File: config.mk
export PLATFORM = sky130hd
export DESIGN_NAME = hic_ctrl
export DESIGN_NICKNAME = d
export VERILOG_FILES = /design/src/design/hic_pkg.sv /design/src/design/hic_ctrl.sv
export SDC_FILE = /design/constraint.sdc
export NUM_CORES = 1
export LEC_CHECK = 0
export BUFFER_PORTS_ARGS = -buffer_cell sky130_fd_sc_hd__buf_2
export CORE_AREA = 2 2 39 41
export CTS_CLUSTER_DIAMETER = 80
export DETAILED_ROUTE_END_ITERATION = 6
export DIE_AREA = 0 0 41 43
export HOLD_SLACK_MARGIN = 0.1
export PLACE_DENSITY = 0.57
export SLEW_MARGIN = 20
export SYNTH_ARGS = -nofsm -noshare
export SYNTH_HDL_FRONTEND = slang
export SYNTH_SLANG_ARGS = --single-unit
File: constraint.sdc
create_clock -name clk -period 3.4 [get_ports clk]
set_input_delay 0.68 -clock clk [delete_from_list [all_inputs] [get_ports clk]]
set_output_delay 0.68 -clock clk [all_outputs]
set_load 0.1 [all_outputs]
File: src/design/hic_pkg.sv
// Shared types and constants for the homography inlier classifier.
`timescale 1ns / 1ps
package hic_pkg;

  localparam int CoordW   = 24;
  localparam int AccW     = 58;   // x', y', w' accumulators
  localparam int QuotW    = 40;   // quotient bits below the saturation limit
  localparam int ErrW     = 40;
  localparam int PairW    = 16;
  localparam int InlW     = 17;
  localparam int CfgIdxW  = 3;
  localparam int CfgDataW = 64;

  localparam logic [ErrW-1:0]  ERR_MAX  = {ErrW{1'b1}};
  localparam logic [PairW-1:0] PAIR_CAP = 16'hFFFF;
  localparam logic [InlW-1:0]  INL_CAP  = 17'h10000;

  typedef enum logic [CfgIdxW-1:0] {
    REG_ROW0_AB    = 3'd0,
    REG_ROW0C_ROW1A = 3'd1,
    REG_ROW1_BC    = 3'd2,
    REG_ROW2_AB    = 3'd3,
    REG_ROW2_C     = 3'd4,
    REG_TOL_SQ     = 3'd5
  } reg_idx_t;

  // Multiplier operand select
  typedef enum logic [2:0] {
    SEL_H00_X = 3'd0,
    SEL_H01_Y = 3'd1,
    SEL_H10_X = 3'd2,
    SEL_H11_Y = 3'd3,
    SEL_H20_X = 3'd4,
    SEL_H21_Y = 3'd5,
    SEL_DX_SQ = 3'd6,
    SEL_DY_SQ = 3'd7
  } mul_sel_t;

  typedef enum logic [3:0] {
    ST_IDLE,
    ST_MUL,
    ST_MDRAIN,
    ST_DSTART,
    ST_DWAIT,
    ST_DIFF,
    ST_SQ,
    ST_MDRAIN_E,
    ST_EMIT
  } state_t;

  typedef struct packed {
    logic     load;
    logic     mul_en;
    mul_sel_t sel;
    logic     div_start;
    logic     diff_en;
    logic     emit;
  } cmd_t;

  typedef struct packed {
    logic degen;
    logic div_busy;
    logic out_free;
  } status_t;

endpackage

File: src/design/hic_ctrl.sv
// Controller state machine sequencing the transform, divides and error step.
`timescale 1ns / 1ps
module hic_ctrl (
  input  logic             clk,
  input  logic             rst_n,
  input  logic             in_valid,
  output logic             in_ready,
  input  hic_pkg::status_t status,
  output hic_pkg::cmd_t    cmd
);
  hic_pkg::state_t state_r, state_nxt;
  logic [2:0]      k_r, k_nxt;

  always_ff @(posedge clk) begin
    if (!rst_n) begin
      state_r <= hic_pkg::ST_IDLE;
      k_r     <= '0;
    end else begin
      state_r <= state_nxt;
      k_r     <= k_nxt;
    end
  end

  always_comb begin
    state_nxt = state_r;
    k_nxt     = k_r;
    in_ready  = 1'b0;
    cmd       = '0;
    cmd.sel   = hic_pkg::mul_sel_t'(k_r);
    unique case (state_r)
      hic_pkg::ST_IDLE: begin
        in_ready = 1'b1;
        if (in_valid) begin
          cmd.load  = 1'b1;
          k_nxt     = 3'(hic_pkg::SEL_H00_X);
          state_nxt = hic_pkg::ST_MUL;
        end
      end
      hic_pkg::ST_MUL: begin
        cmd.mul_en = 1'b1;
        k_nxt      = k_r + 3'd1;
        if (k_r == 3'(hic_pkg::SEL_H21_Y)) state_nxt = hic_pkg::ST_MDRAIN;
      end
      hic_pkg::ST_MDRAIN: state_nxt = hic_pkg::ST_DSTART;
      hic_pkg::ST_DSTART: begin
        if (status.degen) begin
          state_nxt = hic_pkg::ST_EMIT;
        end else begin
          cmd.div_start = 1'b1;
          state_nxt     = hic_pkg::ST_DWAIT;
        end
      end
      hic_pkg::ST_DWAIT: if (!status.div_busy) state_nxt = hic_pkg::ST_DIFF;
      hic_pkg::ST_DIFF: begin
        cmd.diff_en = 1'b1;
        k_nxt       = 3'(hic_pkg::SEL_DX_SQ);
        state_nxt   = hic_pkg::ST_SQ;
      end
      hic_pkg::ST_SQ: begin
        cmd.mul_en = 1'b1;
        k_nxt      = k_r + 3'd1;
        // let the last square settle into the sum before emitting
        if (k_r == 3'(hic_pkg::SEL_DY_SQ)) state_nxt = hic_pkg::ST_MDRAIN_E;
      end
      hic_pkg::ST_MDRAIN_E: state_nxt = hic_pkg::ST_EMIT;
      hic_pkg::ST_EMIT: begin
        if (status.out_free) begin
          cmd.emit  = 1'b1;
          state_nxt = hic_pkg::ST_IDLE;
        end
      end
      default: state_nxt = hic_pkg::ST_IDLE;
    endcase
  end
endmodule

==> run metrics <==
max cap viols=0; PortBufs=14; Die X-Extent=41 um; Routed Antenna Nets=0; buffer depth of the longest clock path=2; Clock power frac=25.5%; initial antenna violation count=0; slowest CP cell=dfxtp_1; cell taking the most area after synthesis=dfxtp_1; RSZ-0062 raised after global routing=false; Vias/cell=5.24; status=finished, final reports clean; combinational power share=41.2%; Multi-input gate area=315 um^2; largest net degree at the start of global routing=13; syn nets=69; design area=587 um^2; row cnt=14; pins over their slew limit=0; clock sink total=7; peak supply drop=0.000310 V; root cell of the clock tree=clkbuf_4; WL per Instance=11.4 um; Power Density=504 nW/um^2; number of synthesized flops with an enable pin=0; TritonCTS buffer count=3; PostCTS Resize Cnt=0; largest stage delay on the critical path=0.56 ns; synth top area cells=dfxtp_1 29%, ha_1 7.7%, nand2b_1 5.1%, buf_6 4.6%, nor2_1 4.6%; Post-synth ARST share=0%; Final Power=0.296 mW; startpoint types=flop; Worst Hold Class=flop to flop; Tcrit/Tclk final=69.0%; filler cell count=147; # IOs=15; total track usage=15.4%; synth unique cells=28; DP HPWL=764 um; first-pass GRT wire length=1.82 mm; Die Ht=43 um; Via Count=472; Die Area=1760 um^2; Residual DRC=0; Core Box Area=1380 um^2; warnings from Yosys=0; Worst slew margin=66.1%; layout cells sized above 1=28.4%; CP Cell Sequence=nand2b_1, nor3b_2, buf_2; Post-CTS Setup Bufs=0; Worst Path Arrival=1.67 ns; top cell family by delay on the critical path=flip-flops; drt pass-1 iters=4; diode count=0; Setup Viol. Count Final=0; final hold viol count=0; Initial Utilization=35.3%; Final min period=2.35 ns; Seq. cell area=140 um^2; placed inst area=561 um^2; Req. time, crit path=2.72 ns; Worst Max-Slew Pin Slew=0.501 ns; H-tree depth=1; post-synthesis area per instance=8.13 um^2; hold_buf cts=0; Worst-Skew Late Latency=0.25 ns; clk_skew=0.00585 ns; Leak Pwr=0.257 nW; Gate Count Post-Synth=60; GP Congestion=0.719; worst path buffer plus inverter count=1; Synth Register Bits=7; total congestion overflow=0; Max Freq=426 MHz; Power Internal=0.159 mW; initial DRC count=4; crit path kind=flop to output pin; Layout area overhead=20.3%; area share of the largest cell type after synthesis=28.7%; Max FO, Critical Path=10; post-synthesis sequential area ratio=28.7%; sequential share of power=33.3%; clk slew on worst S/H paths=0.05 ns; Nets=84; CP Capture Type=output pin; Syn Std Cell Area=488 um^2; Sw Ratio=46.2%; Routed WL=1.02 mm; sw power=0.137 mW; Post-synth top flop=dfxtp_1; CTS tree=built; vias in the first global route=449
Yosys cell counts, types with 2 or more instances:
master	count
dfxtp_1	7
nor2_1	6
nand2_1	5
inv_1	4
nand2b_1	4
a21oi_1	3
ha_1	3
and2_1	2
buf_6	2
nor2b_1	2
nor3_1	2
nor4_1	2
o221ai_1	2
o31ai_1	2
metal layers:
metal	vias up	routed length, um	track usage (%)
li1	246	-	-
met1	215	467	20.0
met2	11	483	20.3
met3	0	72	9.42
met4	0	0	5.33
met5	-	0	0
registers in the layout (all words and copies together) (netlist names):
name / cells
state_r: 4
k_r: 3
worst min-delay path: cells and delay by family (launching register included):
family,cells,cell delay [ns]
and+or+nand+nor,1,0.08
DFF,1,0.34
AOI/OAI and AO/OA,1,0.06
cell type report:
| type | count | share of cell area, % |
|---|---|---|
| repair buffers | 14 | 11.9 |
| well taps | 16 | 3.41 |
| clock buffers | 4 | 4.48 |
| inverters | 4 | 2.56 |
| multi-input cells | 45 | 53.7 |
| flip-flops and latches | 7 | 23.9 |
worst paths after layout:
kind                            from                   to  slack (ns)  cells after the start
max          state_r[2]$_SDFFE_PN0P_               cmd[1]        1.05                      3
min              k_r[0]$_SDFFE_PN0P_  k_r[0]$_SDFFE_PN0P_        0.53                      2
max reg2reg  state_r[2]$_SDFFE_PN0P_  k_r[2]$_SDFFE_PN0P_        1.84                      3
min reg2reg      k_r[0]$_SDFFE_PN0P_  k_r[0]$_SDFFE_PN0P_        0.53                      2
cell usage in the layout (no fill, tap or decap), drive strengths merged:
master and instances:
o221ai 2, o211ai 1, nor4 2, o221a 1, and2 2, and3 1
a21oi 3, nor2 6, and2b 1, o32ai 1, nand2b 4, ha 3
buf 14, nand2 5, nor2b 2, dfxtp 7, nand4 1, mux2i 1
clkbuf 4, o311ai 1, o31ai 2, nor3b 2, or2 1, inv 4
nor3 2, o22ai 1
per-stage QoR:
stage,instances,TNS [ns],utilization [%],hold slack (ns),setup WS (ns)
CTS,90,0,42.4,0.534,1.05
finish,90,0,42.4,0.527,1.05
global route,90,0,42.4,0.575,0.949
detailed placement,86,0,40.5,0.524,1.27
global placement,86,0,40.5,0.519,1.29
floorplan,60,-0.463,-,0.522,-0.463
power groups by stage:
stage	registers (mW)	logic [mW]	clock network, mW
after detailed placement	0.101	0.122	0
after global routing	0.101	0.129	0.0850
final	0.0985	0.122	0.0755
after floorplan	0.117	0.0902	0
after global placement	0.100	0.122	0
after CTS	0.0987	0.122	0.0798
logic make-up after synthesis:
group	count (synthesis)	share of synthesized area, %
flip-flops	7	28.7
adder cells (fa/ha/maj)	3	7.69
AND/OR/NAND/NOR	29	32.8
multiplexers	1	2.05
AO/OA/AOI/OAI	12	18.5
buffers and inverters	8	10.3
(Power assumes the default switching activity.)
